$ cat src/hdl/trs_pkg.sv
// trs_pkg: shared sizes, command codes, table entry and port group types
// and the per-entry update function of the task ready scheduler
// no dependencies
`default_nettype none

package trs_pkg;

   // table geometry
   localparam int NUM_TASKS  = 8;
   localparam int DELAY_BITS = 16;
   localparam int IDX_W      = (NUM_TASKS > 1) ? $clog2(NUM_TASKS) : 1;

   // beat field widths
   localparam int CMD_W    = 3;
   localparam int TASK_W   = 3;
   localparam int AMOUNT_W = 8;

   typedef enum logic [CMD_W-1:0] {
      CMD_LOAD    = 3'd0,
      CMD_DELAY   = 3'd1,
      CMD_FINISH  = 3'd2,
      CMD_YIELD   = 3'd3,
      CMD_RESTART = 3'd4,
      CMD_TICK    = 3'd5
   } cmd_type;

   typedef struct packed {
      logic                  done;
      logic [DELAY_BITS-1:0] delay;
   } entry_type;

   // access group from the sequencer to the task table
   typedef struct packed {
      logic             rd_en;
      logic [IDX_W-1:0] rd_addr;
      logic             wr_en;
      logic [IDX_W-1:0] wr_addr;
      entry_type        wr_data;
   } tbl_req_type;

   // new contents of table entry idx after one command
   function automatic entry_type entry_update(
      input logic [CMD_W-1:0]    cmd,
      input logic [TASK_W-1:0]   tid,
      input logic [AMOUNT_W-1:0] amt,
      input logic [IDX_W-1:0]    idx,
      input entry_type           cur
   );
      entry_type           nxt;
      logic                hit;
      logic [DELAY_BITS:0] sum;
      nxt = cur;
      hit = (int'(idx) == int'(tid));
      sum = {1'b0, cur.delay} + (DELAY_BITS+1)'(amt);
      case (cmd)
         CMD_LOAD: begin
            if (hit) begin
               nxt = '0;
            end
         end
         CMD_DELAY: begin
            if (hit) begin
               nxt.delay = sum[DELAY_BITS] ? '1 : sum[DELAY_BITS-1:0];
            end
         end
         CMD_FINISH: begin
            if (hit) begin
               nxt.done = 1'b1;
            end
         end
         CMD_RESTART: begin
            nxt = '0;
         end
         CMD_TICK: begin
            if (cur.delay != '0) begin
               nxt.delay = cur.delay - DELAY_BITS'(1);
            end
         end
         default: begin
            nxt = cur;
         end
      endcase
      return nxt;
   endfunction

endpackage

`default_nettype wire

$ cat src/hdl/trs_req_if.sv
// trs_req_if: command beat channel of the task ready scheduler
// depends on trs_pkg for field widths
`default_nettype none

interface trs_req_if;
   logic                          valid;
   logic                          ready;
   logic [trs_pkg::CMD_W-1:0]    cmd;
   logic [trs_pkg::TASK_W-1:0]   task_id;
   logic [trs_pkg::AMOUNT_W-1:0] delay_amount;

   modport source (output valid, output cmd, output task_id, output delay_amount,
                   input ready);
   modport sink   (input valid, input cmd, input task_id, input delay_amount,
                   output ready);
endinterface

`default_nettype wire

$ cat src/hdl/trs_rsp_if.sv
// trs_rsp_if: result beat channel of the task ready scheduler
// depends on trs_pkg for field widths
`default_nettype none

interface trs_rsp_if;
   logic                        valid;
   logic                        ready;
   logic [trs_pkg::TASK_W-1:0] next_task;
   logic                        next_valid;
   logic                        earlier_finished;

   modport source (output valid, output next_task, output next_valid,
                   output earlier_finished, input ready);
   modport sink   (input valid, input next_task, input next_valid,
                   input earlier_finished, output ready);
endinterface

`default_nettype wire

$ cat src/hdl/trs_table.sv
// trs_table: task table memory, one read and one write port, registered read
// per-entry valid bits make unwritten entries read as zero after reset
// depends on trs_pkg
`default_nettype none

module trs_table (
   input  wire logic                 clock,
   input  wire logic                 reset,
   input  wire trs_pkg::tbl_req_type tbl_req,
   output trs_pkg::entry_type        rd_data
);

   trs_pkg::entry_type               mem [trs_pkg::NUM_TASKS];
   logic [trs_pkg::NUM_TASKS-1:0]    vld_ff;
   logic [trs_pkg::NUM_TASKS-1:0]    vld_in;
   trs_pkg::entry_type               rd_q_ff;
   logic                             hit_ff;

   // valid bits: set on write, all cleared by reset
   always_comb begin
      vld_in = vld_ff;
      if (tbl_req.wr_en) begin
         vld_in[tbl_req.wr_addr] = 1'b1;
      end
   end

   always_ff @(posedge clock) begin
      if (reset) begin
         vld_ff <= '0;
      end else begin
         vld_ff <= vld_in;
      end
   end

   // memory array, write then registered read
   always_ff @(posedge clock) begin
      if (tbl_req.wr_en) begin
         mem[tbl_req.wr_addr] <= tbl_req.wr_data;
      end
      if (tbl_req.rd_en) begin
         rd_q_ff <= mem[tbl_req.rd_addr];
         hit_ff  <= vld_ff[tbl_req.rd_addr];
      end
   end

   assign rd_data = hit_ff ? rd_q_ff : '0;

endmodule

`default_nettype wire

$ cat src/hdl/trs_ctrl.sv
// trs_ctrl: sweep sequencer, per-entry read-modify-write, ready scan and
// result register of the task ready scheduler
// depends on trs_pkg, trs_req_if, trs_rsp_if
`default_nettype none

module trs_ctrl (
   input  wire logic                 clock,
   input  wire logic                 reset,
   trs_req_if.sink                   req_chan,
   trs_rsp_if.source                 rsp_chan,
   output trs_pkg::tbl_req_type      tbl_req,
   input  wire trs_pkg::entry_type   rd_data
);

   localparam logic [trs_pkg::IDX_W-1:0] LAST_IDX = trs_pkg::IDX_W'(trs_pkg::NUM_TASKS - 1);

   typedef enum logic [2:0] {
      ST_IDLE  = 3'b001,
      ST_SWEEP = 3'b010,
      ST_HOLD  = 3'b100
   } state_type;

   state_type                        state_ff, state_in;
   logic                             issue_ff, issue_in;
   logic [trs_pkg::IDX_W-1:0]        rd_idx_ff, rd_idx_in;
   logic                             s1_vld_ff, s1_vld_in;
   logic [trs_pkg::IDX_W-1:0]        s1_idx_ff, s1_idx_in;
   logic [trs_pkg::CMD_W-1:0]        cmd_ff, cmd_in;
   logic [trs_pkg::TASK_W-1:0]       tid_ff, tid_in;
   logic [trs_pkg::AMOUNT_W-1:0]     amt_ff, amt_in;
   logic [trs_pkg::IDX_W-1:0]        pick_ff, pick_in;
   logic                             found_ff, found_in;
   logic                             alld_ff, alld_in;
   logic                             rsp_vld_ff, rsp_vld_in;
   logic [trs_pkg::TASK_W-1:0]       rsp_task_ff, rsp_task_in;
   logic                             rsp_found_ff, rsp_found_in;
   logic                             rsp_alld_ff, rsp_alld_in;
   logic                             accept;
   logic                             take;
   logic                             out_free;
   trs_pkg::entry_type               new_entry;

   assign req_chan.ready = (state_ff == ST_IDLE);
   assign accept         = req_chan.valid && req_chan.ready;
   assign take           = rsp_vld_ff && rsp_chan.ready;
   assign out_free       = !rsp_vld_ff || rsp_chan.ready;

   assign new_entry = trs_pkg::entry_update(cmd_ff, tid_ff, amt_ff, s1_idx_ff, rd_data);

   // sequencer, write-back and scan
   always_comb begin
      state_in     = state_ff;
      issue_in     = issue_ff;
      rd_idx_in    = rd_idx_ff;
      s1_vld_in    = 1'b0;
      s1_idx_in    = rd_idx_ff;
      cmd_in       = cmd_ff;
      tid_in       = tid_ff;
      amt_in       = amt_ff;
      pick_in      = pick_ff;
      found_in     = found_ff;
      alld_in      = alld_ff;
      rsp_vld_in   = rsp_vld_ff && !take;
      rsp_task_in  = rsp_task_ff;
      rsp_found_in = rsp_found_ff;
      rsp_alld_in  = rsp_alld_ff;
      tbl_req      = '0;

      unique case (state_ff)
         ST_IDLE: begin
            if (accept) begin
               cmd_in    = req_chan.cmd;
               tid_in    = req_chan.task_id;
               amt_in    = req_chan.delay_amount;
               rd_idx_in = '0;
               issue_in  = 1'b1;
               pick_in   = '0;
               found_in  = 1'b0;
               alld_in   = 1'b1;
               state_in  = ST_SWEEP;
            end
         end
         ST_SWEEP: begin
            // read side: one entry per cycle
            if (issue_ff) begin
               tbl_req.rd_en   = 1'b1;
               tbl_req.rd_addr = rd_idx_ff;
               s1_vld_in       = 1'b1;
               if (rd_idx_ff == LAST_IDX) begin
                  issue_in = 1'b0;
               end else begin
                  rd_idx_in = rd_idx_ff + trs_pkg::IDX_W'(1);
               end
            end
            // write-back side and scan on the updated entry
            if (s1_vld_ff) begin
               tbl_req.wr_en   = 1'b1;
               tbl_req.wr_addr = s1_idx_ff;
               tbl_req.wr_data = new_entry;
               if (!found_ff && !new_entry.done && (new_entry.delay == '0)) begin
                  pick_in  = s1_idx_ff;
                  found_in = 1'b1;
               end
               if ((int'(s1_idx_ff) < int'(tid_ff)) && !new_entry.done) begin
                  alld_in = 1'b0;
               end
               if (s1_idx_ff == LAST_IDX) begin
                  if (out_free) begin
                     rsp_vld_in   = 1'b1;
                     rsp_task_in  = trs_pkg::TASK_W'(pick_in);
                     rsp_found_in = found_in;
                     rsp_alld_in  = alld_in;
                     state_in     = ST_IDLE;
                  end else begin
                     state_in = ST_HOLD;
                  end
               end
            end
         end
         ST_HOLD: begin
            if (out_free) begin
               rsp_vld_in   = 1'b1;
               rsp_task_in  = trs_pkg::TASK_W'(pick_ff);
               rsp_found_in = found_ff;
               rsp_alld_in  = alld_ff;
               state_in     = ST_IDLE;
            end
         end
         default: begin
            state_in = ST_IDLE;
         end
      endcase
   end

   // control registers
   always_ff @(posedge clock) begin
      if (reset) begin
         state_ff   <= ST_IDLE;
         issue_ff   <= 1'b0;
         s1_vld_ff  <= 1'b0;
         rsp_vld_ff <= 1'b0;
      end else begin
         state_ff   <= state_in;
         issue_ff   <= issue_in;
         s1_vld_ff  <= s1_vld_in;
         rsp_vld_ff <= rsp_vld_in;
      end
   end

   // payload registers
   always_ff @(posedge clock) begin
      rd_idx_ff    <= rd_idx_in;
      s1_idx_ff    <= s1_idx_in;
      cmd_ff       <= cmd_in;
      tid_ff       <= tid_in;
      amt_ff       <= amt_in;
      pick_ff      <= pick_in;
      found_ff     <= found_in;
      alld_ff      <= alld_in;
      rsp_task_ff  <= rsp_task_in;
      rsp_found_ff <= rsp_found_in;
      rsp_alld_ff  <= rsp_alld_in;
   end

   assign rsp_chan.valid            = rsp_vld_ff;
   assign rsp_chan.next_task        = rsp_task_ff;
   assign rsp_chan.next_valid       = rsp_found_ff;
   assign rsp_chan.earlier_finished = rsp_alld_ff;

endmodule

`default_nettype wire

$ cat src/hdl/task_ready_scheduler.sv
// task_ready_scheduler: fixed-priority task scheduler with tick delays
// an accepted command closes the input until its result beat is registered,
// held back by the sweep that reads, updates and writes back every table entry
// through the table's read and write ports, and by a full result register
// reset: synchronous; clears all delays and finished flags via valid bits
// depends on trs_pkg, trs_req_if, trs_rsp_if, trs_table, trs_ctrl
`default_nettype none

module task_ready_scheduler (
   input  wire logic clock,
   input  wire logic reset,
   trs_req_if.sink   req_chan,
   trs_rsp_if.source rsp_chan
);

   trs_pkg::tbl_req_type tbl_req;
   trs_pkg::entry_type   rd_data;

   // sweep sequencer and result register
   trs_ctrl u_ctrl (
      .clock    (clock),
      .reset    (reset),
      .req_chan (req_chan),
      .rsp_chan (rsp_chan),
      .tbl_req  (tbl_req),
      .rd_data  (rd_data)
   );

   // task table
   trs_table u_table (
      .clock   (clock),
      .reset   (reset),
      .tbl_req (tbl_req),
      .rd_data (rd_data)
   );

   // read and write never hit the same entry in one cycle
   a_no_overlap: assert property (@(posedge clock) disable iff (reset)
      !(tbl_req.rd_en && tbl_req.wr_en && (tbl_req.rd_addr == tbl_req.wr_addr)))
      else $error("table read and write collide on one entry");

   // table is only touched while a command is in progress
   a_busy_access: assert property (@(posedge clock) disable iff (reset)
      (tbl_req.rd_en || tbl_req.wr_en) |-> !req_chan.ready)
      else $error("table accessed while idle");

   // an accepted command closes the input until its sweep ends
   a_accept_closes: assert property (@(posedge clock) disable iff (reset)
      (req_chan.valid && req_chan.ready) |=> !req_chan.ready)
      else $error("command beat accepted during a sweep");

endmodule

`default_nettype wire

$ cat src/flat_wrapper.sv
// flat-port wrapper written by rule: the top's interface ports become plain ports
module task_ready_scheduler_flat 
  (clock, reset, req_chan_valid, req_chan_cmd, req_chan_task_id, req_chan_delay_amount, req_chan_ready, rsp_chan_valid, rsp_chan_next_task, rsp_chan_next_valid, rsp_chan_earlier_finished, rsp_chan_ready);
  trs_req_if req_chan_i ();
  trs_rsp_if rsp_chan_i ();
  input  wire logic clock;
  input  wire logic reset;
  input wire logic [$bits(req_chan_i.valid)-1:0] req_chan_valid;
  input wire logic [$bits(req_chan_i.cmd)-1:0] req_chan_cmd;
  input wire logic [$bits(req_chan_i.task_id)-1:0] req_chan_task_id;
  input wire logic [$bits(req_chan_i.delay_amount)-1:0] req_chan_delay_amount;
  output wire logic [$bits(req_chan_i.ready)-1:0] req_chan_ready;
  output wire logic [$bits(rsp_chan_i.valid)-1:0] rsp_chan_valid;
  output wire logic [$bits(rsp_chan_i.next_task)-1:0] rsp_chan_next_task;
  output wire logic [$bits(rsp_chan_i.next_valid)-1:0] rsp_chan_next_valid;
  output wire logic [$bits(rsp_chan_i.earlier_finished)-1:0] rsp_chan_earlier_finished;
  input wire logic [$bits(rsp_chan_i.ready)-1:0] rsp_chan_ready;
  assign req_chan_i.valid = req_chan_valid;
  assign req_chan_i.cmd = req_chan_cmd;
  assign req_chan_i.task_id = req_chan_task_id;
  assign req_chan_i.delay_amount = req_chan_delay_amount;
  assign req_chan_ready = req_chan_i.ready;
  assign rsp_chan_valid = rsp_chan_i.valid;
  assign rsp_chan_next_task = rsp_chan_i.next_task;
  assign rsp_chan_next_valid = rsp_chan_i.next_valid;
  assign rsp_chan_earlier_finished = rsp_chan_i.earlier_finished;
  assign rsp_chan_i.ready = rsp_chan_ready;
  task_ready_scheduler u_core (.clock(clock), .reset(reset), .req_chan(req_chan_i), .rsp_chan(rsp_chan_i));
endmodule
$ cat config.mk
export PLATFORM = sky130hd
export DESIGN_NAME = task_ready_scheduler_flat
export DESIGN_NICKNAME = d
export VERILOG_FILES = /design/src/hdl/trs_pkg.sv /design/src/hdl/trs_req_if.sv /design/src/hdl/trs_rsp_if.sv /design/src/hdl/trs_table.sv /design/src/hdl/trs_ctrl.sv /design/src/hdl/task_ready_scheduler.sv /design/src/flat_wrapper.sv
export SDC_FILE = /design/constraint.sdc
export NUM_CORES = 1
export LEC_CHECK = 0
export BUFFER_PORTS_ARGS = -buffer_cell sky130_fd_sc_hd__buf_2
export CORE_MARGIN = 3
export CORE_UTILIZATION = 59
export DETAILED_ROUTE_END_ITERATION = 8
export HOLD_SLACK_MARGIN = 0.02
export PLACE_DENSITY_LB_ADDON = 0.1
export SLEW_MARGIN = 20
export SYNTH_ARGS = -nofsm -noshare
export SYNTH_HDL_FRONTEND = slang
export SYNTH_SLANG_ARGS = --single-unit
$ cat constraint.sdc
create_clock -name clock -period 8.55 [get_ports clock]
set_input_delay 0.4275 -clock clock [delete_from_list [all_inputs] [get_ports clock]]
set_output_delay 0.4275 -clock clock [all_outputs]
set_load 0.05 [all_outputs]
### Yosys cells after proc, flatten, opt, wreduce, memory -nomap -nowiden

Memory sizes are Yosys's and may differ from the RTL's. A register that Yosys moved wholly into a read port is not among the register bits.
Cells that the tools add are included.

* register bits: 45
* latch bits: 0
* bits in writable memories: 136
* memory bits (read-only): 0
* input bits: 18
* output and inout bits: 7
* word-level logic and storage cells: 129
* memories: 1

Memories
* u_core.u_table.mem: depth 8, width 17, read ports 1, clocked after memory_dff 1, write ports 1, RTL line trs_table.sv:13 `trs_pkg::entry_type mem [trs_pkg::NUM_TASKS];`

* add/subtract/negate cells: 3
* multipliers: 0
* div/mod/pow operators: 0
* magnitude comparators: 4
* eq/ne operators: 17
* shifts and indexed selects: 0
* mux-type cells: 61
* bitwise operators: 2
* reduce and logical (&&, ||, !) cells: 24

Operators with widths (count)
* one-hot mux 16 bit (4 select lines): 1
* two-way mux 16 bit: 3
* two-way mux 3 bit: 14
* two-way mux 17 bit: 2
* two-way mux 1 bit: 25
* two-way mux 25 bit: 1
* two-way mux 21 bit: 1
* one-hot mux 3 bit (2 select lines): 3
* adder 16 x 8 -> 17 bit: 1
* logical NOT 16 bit: 1
* nonzero test 16 bit: 1
* subtractor 16 x 1 -> 16 bit (second input constant): 1
* equality test 3 bit (second input constant): 5
* != test 2 bit (second input constant): 6
* one-hot mux 1 bit (2 select lines): 6
* one-hot mux 3 bit (3 select lines): 1
* less-than comparator 3 x 4 -> 1 bit (second input constant): 2
* OR 8 bit: 1
* AND reduction 4 bit: 2
* logical AND 1 bit: 7
* equality test 3 x 1 -> 1 bit (second input constant): 2
* equality test 3 x 2 -> 1 bit (second input constant): 2
* AND reduction 5 bit: 1
* logical NOT 1 bit: 4
* 16 further kinds: 18

### Longest topological paths before layout

Gate-level depths: netlist (run 1).

* depth in word-level cells: 12
* mapped depth: 18

### Hierarchy

A second synthesis (run 1) with hierarchy kept.

* cells, all modules: 649
* area total of the unflattened synthesis: 9511.6 um2

Modules (own cells, without submodules)
* trs_table: instances 1, cells each 278, area each 6298.5 um2, seq. area each 4784.6 um2
* trs_ctrl: instances 1, cells each 371, area each 3213.1 um2, seq. area each 991.0 um2

### Worst setup path after synthesis (run 1)

No wires, ideal clock.

* kind: flip-flop to flip-flop
* start point: register u_core.u_table.hit_ff
* end point: register u_core.u_ctrl.rsp_task_ff (netlist bit u_core.u_ctrl.rsp_chan.next_task[0]) (data pin)
* setup time: 0.260 ns
* arrival time: 3.673 ns
* required time: 8.290 ns
* path slack: 4.617 ns
* stages on the path, launching flop included: 18
* path buffers: 5
* period minus slack after synthesis: 3.933 ns
* cells stage by stage: edfxtp_1 buf_2 buf_2 buf_2 buf_2 buf_2 nand2_1 inv_1 ha_1 and3_1 a32o_1 a31oi_1 nor3_1 xor2_1 nor2_1 or3_1 nor3_4 mux2_4

* word-level cells in the longest chain between the ends: 12
* elaborated cells between the ends (all ways): 20
* classes of those cells: 2 x add/sub; 13 x mux; 5 x reduce/logical

Ends and longest elaborated chain
* from (decl): RTL line trs_table.sv:17 `logic hit_ff;`
* from (signal assigned): RTL line trs_table.sv:42 `hit_ff <= vld_ff[tbl_req.rd_addr];`
* two-way mux 17 bit (*): RTL line trs_table.sv:46 `assign rd_data = hit_ff ? rd_q_ff : '0;`
* adder 16 x 8 -> 17 bit: RTL line trs_pkg.sv:54 `sum = {1'b0, cur.delay} + (DELAY_BITS+1)'(amt);`
* two-way mux 16 bit: RTL line trs_pkg.sv:63 `nxt.delay = sum[DELAY_BITS] ? '1 : sum[DELAY_BITS-1:0];`
* two-way mux 16 bit: RTL line trs_pkg.sv:62 `if (hit) begin`
* one-hot mux 16 bit (4 select lines): RTL line trs_pkg.sv:55 `case (cmd)`
* logical NOT 16 bit: RTL line trs_ctrl.sv:100 `if (!found_ff && !new_entry.done && (new_entry.delay == '0)) begin`
* logical AND 1 bit (*): RTL line trs_ctrl.sv:100
* two-way mux 3 bit (*): RTL line trs_ctrl.sv:100
* two-way mux 3 bit (*): RTL line trs_ctrl.sv:108 `if (out_free) begin`
* two-way mux 3 bit (*): RTL line trs_ctrl.sv:107 `if (s1_idx_ff == LAST_IDX) begin`
* two-way mux 3 bit (*): RTL line trs_ctrl.sv:96 `if (s1_vld_ff) begin`
* one-hot mux 3 bit (2 select lines) (*): RTL line trs_ctrl.sv:69 `unique case (state_ff)`
* net u_core.u_ctrl.rsp_task_in (one bit): RTL line trs_ctrl.sv:35 `logic [trs_pkg::TASK_W-1:0] rsp_task_ff, rsp_task_in;`
* to (signal assigned): RTL line trs_ctrl.sv:160 `rsp_task_ff <= rsp_task_in;`
* to (decl): RTL line trs_ctrl.sv:35

Mark *: on every way through the listed nets, which the timed path passes. The rest lies on a longest branch. The select of a mux whose other input is x is not followed.
A chain may end at the register's enable or synchronous reset.

### Worst setup path after layout (run 1)

* start point: register u_core.u_table.hit_ff
* end point: register u_core.u_ctrl.rsp_task_ff (netlist bit u_core.u_ctrl.rsp_chan.next_task[1]) (data pin)

Same word-level chain as after synthesis.

==> results of run 1 <==
-- logic make-up (layout without fill, tap and decap cells) --
kind of cell / Yosys count / in the layout / synth area share (%)
AND/OR/NAND/NOR: 241 / 241 / 13.6
XOR/XNOR: 7 / 7 / 0.646
buffers and inverters: 50 / 82 / 2.20
flip-flops: 198 / 198 / 60.8
AO/OA/AOI/OAI: 134 / 134 / 9.50
multiplexers: 65 / 65 / 12.0
adder cells (fa/ha/maj): 9 / 9 / 1.19
-- synth_stat cells, types with 4 or more instances --
| library cell | number | area (sq um) |
|---|---|---|
| edfxtp_1 | 181 | 5440 |
| nor2_1 | 65 | 244 |
| nand2_1 | 53 | 199 |
| mux4_2 | 36 | 811 |
| a21oi_1 | 34 | 170 |
| clkbuf_1 | 26 | 97.6 |
| nand3_1 | 23 | 115 |
| o21ai_0 | 23 | 115 |
| mux2_2 | 20 | 225 |
| dfxtp_1 | 17 | 340 |
| nor3_1 | 17 | 85.1 |
| inv_1 | 13 | 48.8 |
| a31oi_1 | 11 | 68.8 |
| nand4_1 | 10 | 62.6 |
| and2_1 | 9 | 56.3 |
| ha_1 | 9 | 113 |
| buf_2 | 8 | 40.0 |
| nor2b_1 | 8 | 50.1 |
| o211ai_1 | 8 | 60.1 |
| or3_1 | 7 | 43.8 |
| and3_1 | 6 | 37.5 |
| nor3b_1 | 6 | 45.0 |
| nor4_1 | 6 | 37.5 |
| a211oi_1 | 5 | 37.5 |
| a221oi_1 | 5 | 43.8 |
| a311oi_1 | 5 | 43.8 |
| mux2i_1 | 5 | 50.1 |
| nand2b_1 | 5 | 31.3 |
| o2111ai_1 | 5 | 43.8 |
| o21a_1 | 5 | 37.5 |
| or4_1 | 4 | 30.0 |
| xor2_1 | 4 | 35.0 |
-- area by class of cell --
cell class	count	area [sq um]
sequential	198	5780
fill	1094	5030
timing repair buffer	37	218
multi-input combinational	456	3540
clock buffer	19	433
tap	211	264
inverter	13	48.8
clock inverter	13	170
-- routing by layer --
metal  up-vias  track usage, %  part of all wire (%)
li1       2837               -                     -
met1      3200            36.0                    41
met2       264            44.5                    51
met3        49            4.33                   5.8
met4         0            9.24                   2.4
met5         -               0                     0
-- worst paths after layout --
kind / start / endpoint / slack [ns] / cells past startpoint
max: u_core.u_table.hit_ff / u_core.u_ctrl.rsp_chan.next_task[1] / 4.03 / 14
min: req_chan_delay_amount[6] / u_core.u_ctrl.amt_ff[6] / 0.17 / 1
max reg2reg: u_core.u_table.hit_ff / u_core.u_ctrl.rsp_chan.next_task[1] / 4.03 / 14
min reg2reg: u_core.u_ctrl.rd_idx_ff[1] / u_core.u_ctrl.s1_idx_ff[1] / 0.42 / 0
-- worst max-delay path, delay by kind of cell, from the launching register on --
kind	cells	cell delay, ns
flip-flops	1	0.33
buffers and inverters	1	0.40
AND/OR/NAND/NOR	5	1.13
multiplexers	1	0.33
adder cells (fa/ha/maj)	2	0.43
AO/OA/AOI/OAI	5	1.64
-- state kept, by name (all words and copies together), names as in the netlist, 3 cells and up --
name	cells
u_core.u_ctrl.tid_ff	3
u_core.u_ctrl.state_ff	3
u_core.u_table.vld_ff	8
u_core.u_ctrl.pick_ff	3
u_core.u_ctrl.rsp_chan.next_task	3
u_core.u_ctrl.cmd_ff	3
u_core.u_ctrl.s1_idx_ff	3
u_core.u_table.mem	136
u_core.u_ctrl.rd_idx_ff	3
u_core.u_ctrl.amt_ff	8
u_core.u_table.rd_q_ff	17
-- per-stage QoR --
step                area, sq um  utilization, %  setup WS (ns)  hold WS (ns)
floorplan                  9500               -           4.62         0.372
global placement           9850            63.6           4.34         0.409
finish                    10400            67.5           4.03         0.167
CTS                       10400            67.5           4.13         0.147
global route              10400            67.5           3.67         0.154
detailed placement         9850            63.6           4.15         0.397
-- report_power, final --
part / leakage (nW) / internal, W / switching (W)
clock network: 0.294 / 0.000443 / 0.000361
registers: 1.70 / 0.00105 / 0.0000143
logic: 1.31 / 0.0000434 / 0.0000656
==> metrics.txt, run 1 <==
CTS tree built; Post-synth EDFFs 181; drt initial violations 659; area of the core 0.0155 sq mm; share of layout cells above drive strength 1 20.2%; antenna violations before repair 0; fin crit share 52.9%; setup TNS 0 ns; Pwr Density 190 mW/mm^2; dpl cells 915; asr flop ratio synth 0%; n_diodes 0; status finished clean; # nets final 750; CP Capture Type register; DR vias/cell 6.71; Max-cap violations 0; Post-CTS Hold Fix Bufs 0; maximum vdd ir drop 193 uV; Synth Register Bits 198; # rows 45; commonest cells after routing, fill and taps aside edfxtp_1 (181), nor2_1 (64), nand2_1 (53); number of global-route vias before repair 6151; Die Wd 133 microns; Initial Util 61.3%; post-cts resize count 0; endpoints failing setup 0; slew of the pin with the lowest slew margin 1.09 ns; Synth warnings 0; clock slew at reported path FFs 0.07 ns; most common cell after layout, fill and taps aside edfxtp_1; Root Driver clkbuf_16; Mapped Cells 704; HPWL after detailed placement 14900 microns; slowest stage cell on the critical path o21ai_1; dominant synthesized flop cell edfxtp_1; sequential share of the synthesized area 60.8%; die height 133 microns; worst setup path class reg2reg; Synth-to-Final Area Change 10.0%; CTS H-tree lvls 4; first-pass GRT wire length 35500 microns; post-synthesis instance area 0.00950 sq mm; total grt overflow 0; Tot GR Track Use 26.7%; unrepaired setup endpoints after global routing false; Synthesized Nets 731; Max FO, Critical Path 46; global placer's final weighted congestion 0.937; HP Class in2reg; I/O Pins 25; final cell count without fillers 947; Worst slew margin 26.6%; total wire length 23000 microns; Distinct cells, synth 76; total CTS buffers 17; router iterations before antenna repair 6; critical path launch point type register; Antenna Nets Post-Route 0; Clock Skew 0.0121 ns; die area 0.0177 sq mm; CTS max path bufs 2; Max Fclk 221 MHz; via count 6350; CTS sink cnt 198; clock insertion delay at the later pin of the skew report 0.44 ns; Critical Path RT 8.74 ns; max-slew violation count 0; Pleak 3.30 nW; largest net degree at the start of global routing 47; final hold vios 0; critical-path cell list buf_4 -> and2_1 -> ha_1 -> ha_1 -> a21oi_1 -> o21ai_0 -> nand4_1 -> o21ai_1 -> nand4_1 -> a221oi_1 -> o2111a_1 -> nand4_2 -> nor3_4 -> mux2_4; CP max stage delay 0.60 ns; Total Power 0.00198 W; post-synthesis average cell area 13.5 sq um; Setup Buffers After CTS 0; Remaining DRCs 0; Tmin final 4.52 ns; drt wl/cell 24.3 microns; PortBufs 24; Worst Path Arrival 4.71 ns
(Power assumes the default switching activity.)
==> run 2: changes to the inputs <==
Clock period 8.55 ns to 4.3 ns, I/O delays scaled along.
==> run 2 against run 1 <==
  * Global-route usage increased by 1.6 points
  * Total power grew 110%
  * Cell area rose by 3.4%
  * Die area is the same
  * Highest routed layer unchanged
  * Combinational power up 130%
  * First-iteration DRC count is 24% higher
  * Fmax is 11% higher
  * Hold slack worse by 0.076 ns
  * Critical endpoint is now u_core.u_ctrl.rsp_chan.next_task[0]
  * Largest power group unchanged
  * Register-to-register slack lost 3.8 ns
  * Worst setup slack worse by 3.8 ns
==> metrics.txt, run 2 (synthesized netlist as in run 1, its figures left out) <==
status finished clean (unchanged); CTS max path bufs 2 (unchanged); largest register by flop count u_core.u_table.mem (unchanged); critical path launch point type register (unchanged); Largest register FFs 136 (unchanged); commonest cells after routing, fill and taps aside edfxtp_1 (181), nor2_1 (64), nand2_1 (53) (unchanged); drt wl/cell 24.2 microns (was 24.3 microns); # rows 45 (unchanged); die area 0.0177 sq mm (unchanged); Max Fclk 246 MHz (was 221 MHz); Initial Util 61.3% (unchanged); worst setup path class reg2reg (unchanged); Fillers 1053 (was 1094); HP Class in2reg (unchanged); final instance area 0.0108 sq mm (was 0.0104 sq mm); largest net degree at the start of global routing 23 (was 47); Worst slew margin 28.9% (was 26.6%); number of global-route vias before repair 6467 (was 6151); final hold vios 0 (unchanged); first-pass GRT wire length 37300 microns (was 35500 microns); via count 6557 (was 6350); global placer's final weighted congestion 1.00 (was 0.937); unrepaired setup endpoints after global routing false (unchanged); CP max stage delay 0.53 ns (was 0.60 ns); Clock Skew 0.0133 ns (was 0.0121 ns); CP Capture Type register (unchanged); most common cell after layout, fill and taps aside edfxtp_1 (unchanged); total CTS buffers 17 (unchanged); drt initial violations 818 (was 659); n_diodes 0 (unchanged); Tmin final 4.07 ns (was 4.52 ns); Pwr Density 377 mW/mm^2 (was 190 mW/mm^2); Antenna Nets Post-Route 0 (unchanged); share of layout cells above drive strength 1 22.9% (was 20.2%); Max-cap violations 0 (unchanged); slew of the pin with the lowest slew margin 1.06 ns (was 1.09 ns); largest registers u_core.u_table.mem x136, u_core.u_table.rd_q_ff x17 (unchanged); Worst Path Arrival 4.27 ns (was 4.71 ns); slowest stage cell on the critical path edfxtp_1 (was o21ai_1); Setup Buffers After CTS 0 (unchanged); Max FO, Critical Path 11 (was 46); CTS H-tree lvls 4 (unchanged); Pleak 3.48 nW (was 3.30 nW); Critical Path RT 4.50 ns (was 8.74 ns); router iterations before antenna repair 7 (was 6); clock insertion delay at the later pin of the skew report 0.44 ns (about the same); HPWL after detailed placement 15800 microns (was 14900 microns); total grt overflow 0 (unchanged); die height 133 microns (unchanged); I/O Pins 25 (unchanged); setup TNS 0 ns (unchanged); CTS sink cnt 198 (unchanged); Root Driver clkbuf_16 (unchanged); PortBufs 24 (unchanged); DP Area 0.0100 sq mm (was 0.00985 sq mm); CTS tree built (unchanged); # nets final 788 (was 750); max-slew violation count 0 (unchanged); antenna violations before repair 0 (unchanged); clock slew at reported path FFs 0.07 ns (about the same); Remaining DRCs 0 (unchanged); fin crit share 94.6% (was 52.9%); Die Wd 133 microns (unchanged); Tot GR Track Use 28.3% (was 26.7%); Synth-to-Final Area Change 13.8% (was 10.0%); endpoints failing setup 0 (unchanged); DR vias/cell 6.66 (was 6.71); critical-path cell list buf_4 -> nand2_1 -> inv_1 -> ha_1 -> and3_1 -> a32o_1 -> a31oi_1 -> nor2_1 -> nor4_2 -> o2111a_1 -> nand4_2 -> nor3_4 -> mux2_4 (was buf_4 -> and2_1 -> ha_1 -> ha_1 -> a21oi_1 -> o21ai_0 -> nand4_1 -> o21ai_1 -> nand4_1 -> a221oi_1 -> o2111a_1 -> nand4_2 -> nor3_4 -> mux2_4); total wire length 23800 microns (was 23000 microns); maximum vdd ir drop 330 uV (was 193 uV); area of the core 0.0155 sq mm (unchanged)
[run 2: cell count changes in the layout (fill, tap and decap cells not counted), sizes merged]
cell         change
buf             +24
clkinv           -5
clkinvlp         +2
bufinv           +1
dlygate4sd3     +14
inv              +4
clkbuf           -2
[run 2: final timing paths]
kind	start	end	slack, ns	cells after the start
max	u_core.u_table.hit_ff	u_core.u_ctrl.rsp_chan.next_task[0]	0.23	13
min	rsp_chan_ready	u_core.u_ctrl.state_ff[2]	0.09	3
max reg2reg	u_core.u_table.hit_ff	u_core.u_ctrl.rsp_chan.next_task[0]	0.23	13
min reg2reg	u_core.u_ctrl.rd_idx_ff[1]	u_core.u_ctrl.s1_idx_ff[1]	0.44	0
[run 2: critical path, delay by kind of cell (launching register included)]
| kind | cells | cell delay [ns] |
|---|---|---|
| multiplexers | 1 | 0.33 |
| AO/OA/AOI/OAI | 3 | 1.02 |
| buffers and inverters | 2 | 0.29 |
| AND/OR/NAND/NOR | 6 | 1.28 |
| adder cells (fa/ha/maj) | 1 | 0.37 |
| flip-flops | 1 | 0.53 |
[run 2: where the power goes]
part	internal [W]	total (W)	switching, W
clock network	0.000944	0.00170	0.000756
registers	0.00209	0.00212	0.0000260
logic	0.000106	0.000250	0.000144
total	0.00314	0.00407	0.000926
[run 2: per-stage QoR]
| stage | util (%) | std cells | total power (W) | hold WS (ns) | setup slack [ns] |
|---|---|---|---|---|---|
| 2_1_floorplan | - | 704 | 0.00231 | 0.284 | 0.367 |
| 3_3_place_gp | 64.8 | 939 | 0.00239 | 0.391 | 0.391 |
| 3_5_place_dp | 64.8 | 939 | 0.00240 | 0.393 | 0.286 |
| 4_1_cts | 69.8 | 985 | 0.00409 | 0.0813 | 0.262 |
| 5_1_grt | 69.8 | 985 | 0.00419 | 0.126 | 0.00943 |
| 6_report | 69.8 | 985 | 0.00407 | 0.0909 | 0.233 |
[run 2: area by class of cell]
type / instances / area, sq um / share of cell area [%]
timing repair buffer: 75 / 538 / 4.98
sequential: 198 / 5780 / 53.5
clock buffer: 17 / 425 / 3.94
multi-input combinational: 456 / 3540 / 32.8
clock inverter: 15 / 209 / 1.93
tap: 211 / 264 / 2.44
inverter: 13 / 48.8 / 0.452
[run 2: timing repair]
action / CTS / global route
hold buffers: 14 / 0
hold endpoints to repair: 14 / 0
gates resized for setup: 0 / 1
setup endpoints to repair: 0 / 3
[run 2: layer usage]
layer / vias up / track usage (%) / wire length, microns
li1: 2916 / - / -
met1: 3280 / 39.9 / 9820
met2: 302 / 45.0 / 11500
met3: 59 / 5.21 / 1740
met4: 0 / 9.64 / 745
met5: - / 0 / 0
